===== src/rtl/stl_pkg.sv =====
// shared types, constants and keyword table for the script token lexer
package stl_pkg;

	localparam int POS_BITS = 20;
	localparam int KEYWORD_CHARS = 8;
	localparam int NUM_KEYWORDS = 18;
	localparam int QUEUE_DEPTH = 4;
	localparam int QUEUE_IDX = 2;
	localparam logic [POS_BITS-1:0] POS_MAX = {POS_BITS{1'b1}};

	typedef enum logic [3:0] {
		M_NORMAL, M_SLASH, M_BANG, M_EQ, M_GT, M_LT,
		M_NUMBER, M_WORD, M_STRING, M_LINE, M_BLOCK
	} mode_t;

	localparam logic [1:0] RK_TOKEN = 2'd0;
	localparam logic [1:0] RK_BAD_CHAR = 2'd1;
	localparam logic [1:0] RK_OPEN_STRING = 2'd2;

	localparam logic [5:0] TK_IDENT = 6'd0;
	localparam logic [5:0] TK_NUMBER = 6'd1;
	localparam logic [5:0] TK_STRING = 6'd2;
	localparam logic [5:0] TK_BINOP = 6'd3;
	localparam logic [5:0] TK_LOGICOP = 6'd4;
	localparam logic [5:0] TK_BANG = 6'd5;
	localparam logic [5:0] TK_EQUALS = 6'd6;
	localparam logic [5:0] TK_LPAREN = 6'd7;
	localparam logic [5:0] TK_RPAREN = 6'd8;
	localparam logic [5:0] TK_LBRACE = 6'd9;
	localparam logic [5:0] TK_RBRACE = 6'd10;
	localparam logic [5:0] TK_LBRACKET = 6'd11;
	localparam logic [5:0] TK_RBRACKET = 6'd12;
	localparam logic [5:0] TK_SEMI = 6'd13;
	localparam logic [5:0] TK_COLON = 6'd14;
	localparam logic [5:0] TK_COMMA = 6'd15;
	localparam logic [5:0] TK_DOT = 6'd16;
	localparam logic [5:0] TK_EOF = 6'd17;
	localparam logic [5:0] TK_KEYWORD0 = 6'd18;

	typedef struct packed {
		logic [1:0] record_kind;
		logic [5:0] token_kind;
		logic [POS_BITS-1:0] start_offset;
		logic [POS_BITS-1:0] token_length;
		logic [7:0] bad_char;
	} rec_t;

	// up to two records caused by one item
	typedef struct packed {
		logic [1:0] count;
		rec_t r2;
		rec_t r1;
		rec_t r0;
	} group_t;

	function automatic logic [63:0] kw_packed(input int i);
		case (i)
			0: kw_packed = 64'h6C6574;
			1: kw_packed = 64'h636F6E7374;
			2: kw_packed = 64'h7072696E74;
			3: kw_packed = 64'h746F67676C65;
			4: kw_packed = 64'h73706C6974;
			5: kw_packed = 64'h6C656E677468;
			6: kw_packed = 64'h72656164;
			7: kw_packed = 64'h7772697465;
			8: kw_packed = 64'h65786563;
			9: kw_packed = 64'h737061776E;
			10: kw_packed = 64'h6966;
			11: kw_packed = 64'h656C7365;
			12: kw_packed = 64'h7768696C65;
			13: kw_packed = 64'h666F72;
			14: kw_packed = 64'h66756E6374696F6E;
			15: kw_packed = 64'h72657475726E;
			16: kw_packed = 64'h627265616B;
			17: kw_packed = 64'h636F6E74696E7565;
			default: kw_packed = '0;
		endcase
	endfunction

	function automatic logic [3:0] kw_len(input int i);
		case (i)
			0, 13: kw_len = 4'd3;
			6, 8, 11: kw_len = 4'd4;
			1, 2, 4, 7, 9, 12, 16: kw_len = 4'd5;
			3, 5, 15: kw_len = 4'd6;
			10: kw_len = 4'd2;
			14, 17: kw_len = 4'd8;
			default: kw_len = 4'd0;
		endcase
	endfunction

endpackage


===== src/rtl/stl_front.sv =====
// front end: lexer state and classification of each item into a record group
module stl_front (
	input logic clk,
	input logic arst_n,
	input logic in_valid,
	output logic in_ready,
	input logic kind,
	input logic [7:0] source_byte,
	output logic grp_valid,
	input logic grp_ready,
	output stl_pkg::group_t grp
);
	import stl_pkg::*;

	mode_t mode_q, mode_d;
	logic star_q, star_d;
	logic [POS_BITS-1:0] pos_q, pos_d, start_q, start_d, len_q, len_d;
	logic [63:0] word_q, word_d;
	logic too_long_q, too_long_d;
	group_t g;
	logic [5:0] wkind;

	assign in_ready = grp_ready;
	assign grp_valid = in_valid;
	assign grp = g;

	function automatic logic [POS_BITS-1:0] sat_inc(input logic [POS_BITS-1:0] v);
		sat_inc = (v == POS_MAX) ? v : v + 1'b1;
	endfunction

	function automatic rec_t mk(input logic [1:0] rk, input logic [5:0] tk,
			input logic [POS_BITS-1:0] st, input logic [POS_BITS-1:0] ln,
			input logic [7:0] bc);
		rec_t r;
		r.record_kind = rk;
		r.token_kind = tk;
		r.start_offset = st;
		r.token_length = ln;
		r.bad_char = bc;
		mk = r;
	endfunction

	always_comb begin
		wkind = TK_IDENT;
		if (!too_long_q && len_q <= POS_BITS'(KEYWORD_CHARS)) begin
			for (int i = 0; i < NUM_KEYWORDS; i++) begin
				if (len_q == POS_BITS'(kw_len(i)) && word_q == kw_packed(i))
					wkind = TK_KEYWORD0 + 6'(i);
			end
		end
	end

	always_comb begin
		logic flush;
		logic start;
		logic is_dig, is_let, is_sp;
		rec_t fr;
		logic fv;
		rec_t sr;
		logic sv;
		logic [5:0] pk;
		flush = 1'b0;
		start = 1'b0;
		fv = 1'b0;
		fr = '0;
		sv = 1'b0;
		sr = '0;
		pk = '0;
		mode_d = mode_q;
		star_d = star_q;
		pos_d = pos_q;
		start_d = start_q;
		len_d = len_q;
		word_d = word_q;
		too_long_d = too_long_q;
		g = '0;
		is_dig = source_byte >= 8'h30 && source_byte <= 8'h39;
		is_let = (source_byte >= 8'h61 && source_byte <= 8'h7A) ||
			(source_byte >= 8'h41 && source_byte <= 8'h5A);
		is_sp = source_byte == 8'h20 || (source_byte >= 8'h09 && source_byte <= 8'h0D);
		if (kind) begin
			if (mode_q == M_STRING) begin
				fv = 1'b1;
				fr = mk(RK_OPEN_STRING, TK_STRING, start_q, len_q, 8'd0);
			end else if (mode_q != M_LINE && mode_q != M_BLOCK) begin
				flush = 1'b1;
			end
		end else begin
			pos_d = sat_inc(pos_q);
			case (mode_q)
				M_STRING: begin
					if (source_byte == 8'h22) begin
						fv = 1'b1;
						fr = mk(RK_TOKEN, TK_STRING, start_q, len_q, 8'd0);
						mode_d = M_NORMAL;
					end else
						len_d = sat_inc(len_q);
				end
				M_LINE: if (source_byte == 8'h0A) mode_d = M_NORMAL;
				M_BLOCK: begin
					if (star_q && source_byte == 8'h2F) begin
						mode_d = M_NORMAL;
						star_d = 1'b0;
					end else
						star_d = source_byte == 8'h2A;
				end
				M_NUMBER: begin
					if (is_dig) len_d = sat_inc(len_q);
					else begin flush = 1'b1; start = 1'b1; end
				end
				M_WORD: begin
					if (is_let) begin
						if (!too_long_q && len_q < POS_BITS'(KEYWORD_CHARS))
							word_d = {word_q[55:0], source_byte};
						else
							too_long_d = 1'b1;
						len_d = sat_inc(len_q);
					end else begin flush = 1'b1; start = 1'b1; end
				end
				M_SLASH: begin
					if (source_byte == 8'h2F) mode_d = M_LINE;
					else if (source_byte == 8'h2A) begin
						mode_d = M_BLOCK;
						star_d = 1'b0;
					end else begin flush = 1'b1; start = 1'b1; end
				end
				M_BANG, M_EQ, M_GT, M_LT: begin
					if (source_byte == 8'h3D) begin
						fv = 1'b1;
						fr = mk(RK_TOKEN, TK_LOGICOP, start_q, POS_BITS'(2), 8'd0);
						mode_d = M_NORMAL;
					end else begin flush = 1'b1; start = 1'b1; end
				end
				default: start = 1'b1;
			endcase
		end
		if (flush) begin
			mode_d = M_NORMAL;
			fv = 1'b1;
			case (mode_q)
				M_SLASH: fr = mk(RK_TOKEN, TK_BINOP, start_q, POS_BITS'(1), 8'd0);
				M_BANG: fr = mk(RK_TOKEN, TK_BANG, start_q, POS_BITS'(1), 8'd0);
				M_EQ: fr = mk(RK_TOKEN, TK_EQUALS, start_q, POS_BITS'(1), 8'd0);
				M_GT, M_LT: fr = mk(RK_TOKEN, TK_LOGICOP, start_q, POS_BITS'(1), 8'd0);
				M_NUMBER: fr = mk(RK_TOKEN, TK_NUMBER, start_q, len_q, 8'd0);
				M_WORD: fr = mk(RK_TOKEN, wkind, start_q, len_q, 8'd0);
				default: fv = 1'b0;
			endcase
		end
		if (start) begin
			mode_d = M_NORMAL;
			case (source_byte)
				8'h28: pk = TK_LPAREN;
				8'h29: pk = TK_RPAREN;
				8'h7B: pk = TK_LBRACE;
				8'h7D: pk = TK_RBRACE;
				8'h5B: pk = TK_LBRACKET;
				8'h5D: pk = TK_RBRACKET;
				8'h3B: pk = TK_SEMI;
				8'h3A: pk = TK_COLON;
				8'h2C: pk = TK_COMMA;
				8'h2E: pk = TK_DOT;
				8'h2B, 8'h2D, 8'h2A, 8'h25: pk = TK_BINOP;
				8'h2F: mode_d = M_SLASH;
				8'h21: mode_d = M_BANG;
				8'h3D: mode_d = M_EQ;
				8'h3E: mode_d = M_GT;
				8'h3C: mode_d = M_LT;
				8'h22: mode_d = M_STRING;
				default: ;
			endcase
			if (mode_d == M_STRING) begin
				start_d = sat_inc(pos_q);
				len_d = '0;
			end else if (pk != 6'd0) begin
				sv = 1'b1;
				sr = mk(RK_TOKEN, pk, pos_q, POS_BITS'(1), 8'd0);
			end else if (mode_d != M_NORMAL) begin
				start_d = pos_q;
				len_d = POS_BITS'(1);
			end else if (is_dig) begin
				mode_d = M_NUMBER;
				start_d = pos_q;
				len_d = POS_BITS'(1);
			end else if (is_let) begin
				mode_d = M_WORD;
				start_d = pos_q;
				len_d = POS_BITS'(1);
				word_d = {56'd0, source_byte};
				too_long_d = 1'b0;
			end else if (!is_sp) begin
				sv = 1'b1;
				sr = mk(RK_BAD_CHAR, TK_IDENT, pos_q, POS_BITS'(1), source_byte);
			end
		end
		if (kind) begin
			sv = 1'b1;
			sr = mk(RK_TOKEN, TK_EOF, pos_q, '0, 8'd0);
		end
		g.r0 = fv ? fr : sr;
		g.r1 = sr;
		g.count = 2'(fv) + 2'(sv);
		if (kind) begin
			mode_d = M_NORMAL;
			star_d = 1'b0;
			pos_d = '0;
			start_d = '0;
			len_d = '0;
			word_d = '0;
			too_long_d = 1'b0;
		end
	end

	always_ff @(posedge clk or negedge arst_n) begin
		if (!arst_n) begin
			mode_q <= M_NORMAL;
			star_q <= 1'b0;
			pos_q <= '0;
			start_q <= '0;
			len_q <= '0;
			word_q <= '0;
			too_long_q <= 1'b0;
		end else if (in_valid && in_ready) begin
			mode_q <= mode_d;
			star_q <= star_d;
			pos_q <= pos_d;
			start_q <= start_d;
			len_q <= len_d;
			word_q <= word_d;
			too_long_q <= too_long_d;
		end
	end

	assert property (@(posedge clk) disable iff (!arst_n)
		in_valid && in_ready && kind |=> mode_q == M_NORMAL && pos_q == '0)
		else $error("end of source did not return to reset");
	assert property (@(posedge clk) disable iff (!arst_n)
		in_valid && kind |-> grp.count != 2'd0)
		else $error("end of source without eof record");
	assert property (@(posedge clk) disable iff (!arst_n)
		in_valid |-> grp.count != 2'd3)
		else $error("more than two records for one request");

endmodule


===== src/rtl/stl_queue.sv =====
// short queue of record groups between front and back
module stl_queue (
	input logic clk,
	input logic arst_n,
	input logic wr_valid,
	output logic wr_ready,
	input stl_pkg::group_t wr_data,
	output logic rd_valid,
	input logic rd_ready,
	output stl_pkg::group_t rd_data
);
	import stl_pkg::*;

	group_t mem_q [QUEUE_DEPTH];
	logic [QUEUE_IDX-1:0] wp_q, rp_q;
	logic [QUEUE_IDX:0] cnt_q;
	logic wr, rd;

	assign wr_ready = cnt_q != (QUEUE_IDX+1)'(QUEUE_DEPTH);
	assign rd_valid = cnt_q != '0;
	assign rd_data = mem_q[rp_q];
	assign wr = wr_valid && wr_ready && wr_data.count != 2'd0;
	assign rd = rd_valid && rd_ready;

	always_ff @(posedge clk) begin
		if (wr) mem_q[wp_q] <= wr_data;
	end

	always_ff @(posedge clk or negedge arst_n) begin
		if (!arst_n) begin
			wp_q <= '0;
			rp_q <= '0;
			cnt_q <= '0;
		end else begin
			if (wr) wp_q <= wp_q + 1'b1;
			if (rd) rp_q <= rp_q + 1'b1;
			cnt_q <= cnt_q + (QUEUE_IDX+1)'(wr) - (QUEUE_IDX+1)'(rd);
		end
	end

	assert property (@(posedge clk) disable iff (!arst_n)
		cnt_q <= (QUEUE_IDX+1)'(QUEUE_DEPTH))
		else $error("queue count overflow");
	assert property (@(posedge clk) disable iff (!arst_n)
		rd_valid |-> rd_data.count != 2'd0)
		else $error("empty group queued");
	assert property (@(posedge clk) disable iff (!arst_n)
		cnt_q == '0 |-> wp_q == rp_q)
		else $error("pointers disagree with count");

endmodule


===== src/rtl/stl_back.sv =====
// back end: serializes each record group onto the output channel
module stl_back (
	input logic clk,
	input logic arst_n,
	input logic grp_valid,
	output logic grp_ready,
	input stl_pkg::group_t grp,
	output logic out_valid,
	input logic out_ready,
	output stl_pkg::rec_t rec,
	output logic rec_last
);
	import stl_pkg::*;

	logic idx_q;
	logic fire;

	assign out_valid = grp_valid;
	assign rec = idx_q ? grp.r1 : grp.r0;
	assign rec_last = idx_q || grp.count == 2'd1;
	assign fire = out_valid && out_ready;
	assign grp_ready = fire && rec_last;

	always_ff @(posedge clk or negedge arst_n) begin
		if (!arst_n) idx_q <= 1'b0;
		else if (fire) idx_q <= !rec_last;
	end

	assert property (@(posedge clk) disable iff (!arst_n)
		idx_q |-> grp_valid && grp.count == 2'd2)
		else $error("second record without pair");
	assert property (@(posedge clk) disable iff (!arst_n)
		fire && !rec_last |=> idx_q)
		else $error("record index did not advance");
	assert property (@(posedge clk) disable iff (!arst_n)
		grp_ready |-> rec_last)
		else $error("group released early");

endmodule


===== src/rtl/script_token_lexer.sv =====
// top level of the streaming script token lexer
//
// input channel: kind, source_byte with in_valid / in_ready; one request is
// one source byte or an end-of-source mark
// output channel: zero to two token or error records per request on out_valid /
// out_ready, with last set on the final record caused by an input request
// throughput: one input byte per cycle while the queue has room; a byte that
// yields two records is absorbed by a four-entry group queue
// record groups are registered in the group queue between front and back end
// the front lexer state updates as each request is accepted; the back end
// drains queued record groups one record per cycle while out_ready is high
// end of source flushes the pending token (or reports an open string), emits eof and returns to reset
// reset clears lexer state and empties the queue
// when the receiver stalls the queue fills and in_ready drops once full
module script_token_lexer (
	input logic clk,
	input logic arst_n,
	input logic in_valid,
	output logic in_ready,
	input logic kind,
	input logic [7:0] source_byte,
	output logic out_valid,
	input logic out_ready,
	output logic [1:0] record_kind,
	output logic [5:0] token_kind,
	output logic [19:0] start_offset,
	output logic [19:0] token_length,
	output logic [7:0] bad_char,
	output logic last
);
	import stl_pkg::*;

	group_t fg, qg;
	rec_t rec;
	logic f_valid, f_ready, q_valid, q_ready;

	stl_front u_front (
		.clk, .arst_n, .in_valid, .in_ready, .kind, .source_byte,
		.grp_valid(f_valid), .grp_ready(f_ready), .grp(fg)
	);

	stl_queue u_queue (
		.clk, .arst_n, .wr_valid(f_valid), .wr_ready(f_ready), .wr_data(fg),
		.rd_valid(q_valid), .rd_ready(q_ready), .rd_data(qg)
	);

	stl_back u_back (
		.clk, .arst_n, .grp_valid(q_valid), .grp_ready(q_ready), .grp(qg),
		.out_valid, .out_ready, .rec, .rec_last(last)
	);

	assign record_kind = rec.record_kind;
	assign token_kind = rec.token_kind;
	assign start_offset = rec.start_offset;
	assign token_length = rec.token_length;
	assign bad_char = rec.bad_char;

endmodule


===== config.mk =====
export PLATFORM = sky130hd
export DESIGN_NAME = script_token_lexer
export DESIGN_NICKNAME = d
export VERILOG_FILES = /design/src/rtl/stl_pkg.sv /design/src/rtl/stl_front.sv /design/src/rtl/stl_queue.sv /design/src/rtl/stl_back.sv /design/src/rtl/script_token_lexer.sv
export SDC_FILE = /design/constraint.sdc
export NUM_CORES = 1
export LEC_CHECK = 0
export BUFFER_PORTS_ARGS = -buffer_cell sky130_fd_sc_hd__buf_2
export CORE_ASPECT_RATIO = 0.5
export CORE_UTILIZATION = 35
export DETAILED_ROUTE_END_ITERATION = 7
export PLACE_DENSITY = 0.49
export SLEW_MARGIN = 20
export SYNTH_ARGS = -nofsm -noshare
export SYNTH_HDL_FRONTEND = slang
export SYNTH_SLANG_ARGS = --single-unit

===== constraint.sdc =====
create_clock -name clk -period 8.8 [get_ports clk]
set_input_delay 0 -clock clk [delete_from_list [all_inputs] [get_ports clk]]
set_output_delay 0 -clock clk [all_outputs]
set_load 0.005 [all_outputs]

==> results.json <==
{
  "path_buf_inv": 1,
  "antenna_found_initial": 2,
  "cap_violations": 0,
  "syn-num-nets": 1807,
  "maxSlewHeadroom_pct": 28.27,
  "crit_slowest_cell": "and2_4",
  "clk_pin_slew_ns": 0.07,
  "area_growth_pct": 12.13,
  "grt_overflow": 0,
  "period_share_pct": 61.79,
  "start_util_pct": 35.49,
  "first_global_vias": 15410,
  "worstMarginPinSlew_ns": 1.061,
  "vias": 15090,
  "slowest_delay_ns": 0.86,
  "coreArea_um2": 67060,
  "clk_path_buf_depth": 3,
  "rows": 67,
  "synth_edf_count": 372,
  "synth_area_leader_cell": "edfxtp_1",
  "worstSkewPairLatency_ns": 0.61,
  "seq_area_frac_synth_pct": 61.43,
  "cp.arrival_ns": 5.65,
  "nNetsFinal": 1834,
  "rr_endpoint": "u_queue.mem_q[2][6]",
  "r2r_start": "u_front.mode_q[0]",
  "power_switching_mw": 2.657,
  "hold_start": "in_valid",
  "cp_cell_sequence": "nor4b_1 -> o31ai_2 -> and4_1 -> nand2_1 -> nand4_1 -> and2_2 -> ha_1 -> nor2_1 -> and2_4 -> buf_4",
  "drive_gt1_share_pct": 17.17,
  "grt_pass1_wl_um": 93870,
  "synth_ff_type": "edfxtp_1",
  "grt_use_total_pct": 17.49,
  "ys_types": 84,
  "clkPwrFrac_pct": 26.3,
  "first_pass_iters": 5,
  "cp-start-kind": "flip-flop",
  "grt_max_degree": 77,
  "critPathCaptureType": "flip-flop",
  "h-tree-depth": 2,
  "combPwrFrac_pct": 31.2,
  "diodes": 0,
  "yosysWarnings": 0,
  "gp_congestion": 0.8980,
  "synth_common_cells": "edfxtp_1, nand2_1, dfrtp_1",
  "cts-root-buf": "clkbuf_16",
  "cts_tree": "yes",
  "r2r_setup_slack_ns": 3.36,
  "status": "complete, no violations",
  "r2r_cells": 10,
  "async_flop_share_pct": 27.06,
  "post-cts-setup-buffer-count": 0,
  "worst_hold_slack_ns": 0.09907,
  "ioPinCount": 72,
  "hold_depth": 5,
  "min_to": "u_front.pos_q[12]",
  "port_buffers": 71,
  "path_class": "flip-flop to flip-flop",
  "crit_family": "simple AND/OR/NAND/NOR gates",
  "required_ns": 9.02,
  "power_density_nw_per_um2": 302.0,
  "netlist_area_um2": 23800,
  "hold_violations": 0,
  "rsz0062_at_grt": "false",
  "p_seq_share_pct": 42.6,
  "hpwl_um": 37200,
  "die_h_um": 186.4,
  "period_minus_slack_ns": 5.437,
  "finClkSkew_ns": 0.02891,
  "synthDominantCellAreaShare_pct": 46.93,
  "p_leak_nw": 9.330,
  "clkSinkCount": 510,
  "yosysMostFrequentCell": "edfxtp_1",
  "cts_buffers": 49,
  "ys_ff_latch": 510,
  "ant_nets": 0,
  "ir_drop_uv": 179.6,
  "wl_um": 59940,
  "syn_inst": 1780,
  "finalSetupViolations": 0,
  "cts_hold_buf": 13,
  "finalSetupTns_ns": 0,
  "wire_per_inst_um": 21.85,
  "worstPathMaxFanout": 57,
  "worst-path-stages": 10,
  "hold_class": "input pin to flip-flop",
  "drt-vias-per-instance": 5.499,
  "synth.area.top_cells": "edfxtp_1, dfrtp_1, mux4_2, nand2_1, a22o_1",
  "fmax_ghz": 0.1839,
  "drcViolationCount": 0,
  "switching_share_pct": 32.95,
  "cts-resized-gates": 0,
  "p_int_mw": 5.405,
  "syn_area_per_cell_um2": 13.37,
  "slew_violations": 0,
  "die_area_um2": 69120,
  "drt_iter0_markers": 1061,
  "power_mw": 8.062,
  "die_w_um": 370.8
}
==> worst max-delay path by stage <==
stage	start	end	slack, ns
final	u_front.mode_q[0]	u_queue.mem_q[2][6]	3.36
after global routing	u_front.mode_q[0]	u_queue.mem_q[2][6]	2.89
after CTS	u_front.mode_q[0]	u_queue.mem_q[3][106]	3.27
after detailed placement	u_front.mode_q[0]	u_queue.mem_q[3][50]	3.32
after global placement	u_front.mode_q[0]	u_queue.mem_q[2][40]	3.39
after floorplan	u_front.mode_q[1]	u_queue.mem_q[0][0]	3.47
==> area by class of cell <==
cell class | count | area [µm²]
multi-input cells | 1113 | 8558
clock buffers | 76 | 1428
clock inverters | 14 | 166.4
repair buffers | 106 | 670.6
well taps | 897 | 1122
flip-flops and latches | 510 | 14630
inverters | 27 | 113.9
fillers | 6310 | 40370
==> per-stage QoR <==
step                      setup slack, ns  area (µm²)  std cells  util [%]
after floorplan                     3.472       23800       1780         -
after global placement              3.389       24950       2640     37.21
after detailed placement            3.319       24950       2640     37.21
after CTS                           3.271       26690       2743     39.79
after global routing                2.887       26690       2743     39.80
final                               3.363       26690       2743     39.80
==> logic make-up after synthesis <==
| family | share of synthesized area, % |
|---|---|
| DFF | 61.43 |
| xor gates and xnor gates | 0.8094 |
| AOI/OAI and AO/OA | 8.736 |
| and+or+nand+nor | 14.91 |
| buffers and inverters | 2.738 |
| muxes | 10.60 |
| adders and majority gates | 0.7674 |
==> worst min-delay path: stages <==
cell and delay [ns]:
buf_2 0.10, nand2_2 0.04, buf_4 0.32, nand2_1 0.15
nand2_1 0.05
==> power by group through the flow <==
| stage | clock network [mW] | registers [mW] | logic [mW] |
|---|---|---|---|
| detailed placement | 0 | 3.49 | 2.58 |
| global route | 2.28 | 3.49 | 2.78 |
| finish | 2.12 | 3.43 | 2.51 |
| floorplan | 0 | 3.31 | 1.84 |
| CTS | 2.18 | 3.44 | 2.60 |
| global placement | 0 | 3.48 | 2.58 |
==> per-layer routing <==
layer	up-vias	routed length [µm]	GRT usage (%)
met1	7748	28620	25.50
li1	6975	-	-
met3	82	2344	2.530
met2	280	27880	27.63
met4	0	1101	3.878
met5	-	0	0
==> sequential cells by signal (all words and copies together) (netlist names), 2 cells and up <==
| name | flops |
|---|---|
| u_front.word_q | 64 |
| u_front.len_q | 20 |
| u_front.mode_q | 4 |
| u_queue.cnt_q | 3 |
| u_front.start_q | 20 |
| u_queue.rp_q | 2 |
| u_queue.mem_q | 372 |
| u_queue.wp_q | 2 |
| u_front.pos_q | 20 |
==> cells in the final DEF, fill, tap and decap left out, types with 51 or more instances in the layout <==
| cell | Yosys | routed |
|---|---|---|
| edfxtp_1 | 372 | 372 |
| nand3_1 | 52 | 52 |
| nand2_1 | 152 | 151 |
| nor2b_1 | 60 | 60 |
| o21ai_0 | 56 | 55 |
| dfrtp_1 | 138 | 135 |
| a22o_1 | 65 | 65 |
| a21oi_1 | 51 | 51 |
| nor2_1 | 84 | 84 |
| buf_2 | 7 | 70 |
| mux4_2 | 91 | 91 |
Note: power is estimated with default switching activity, not from simulation.
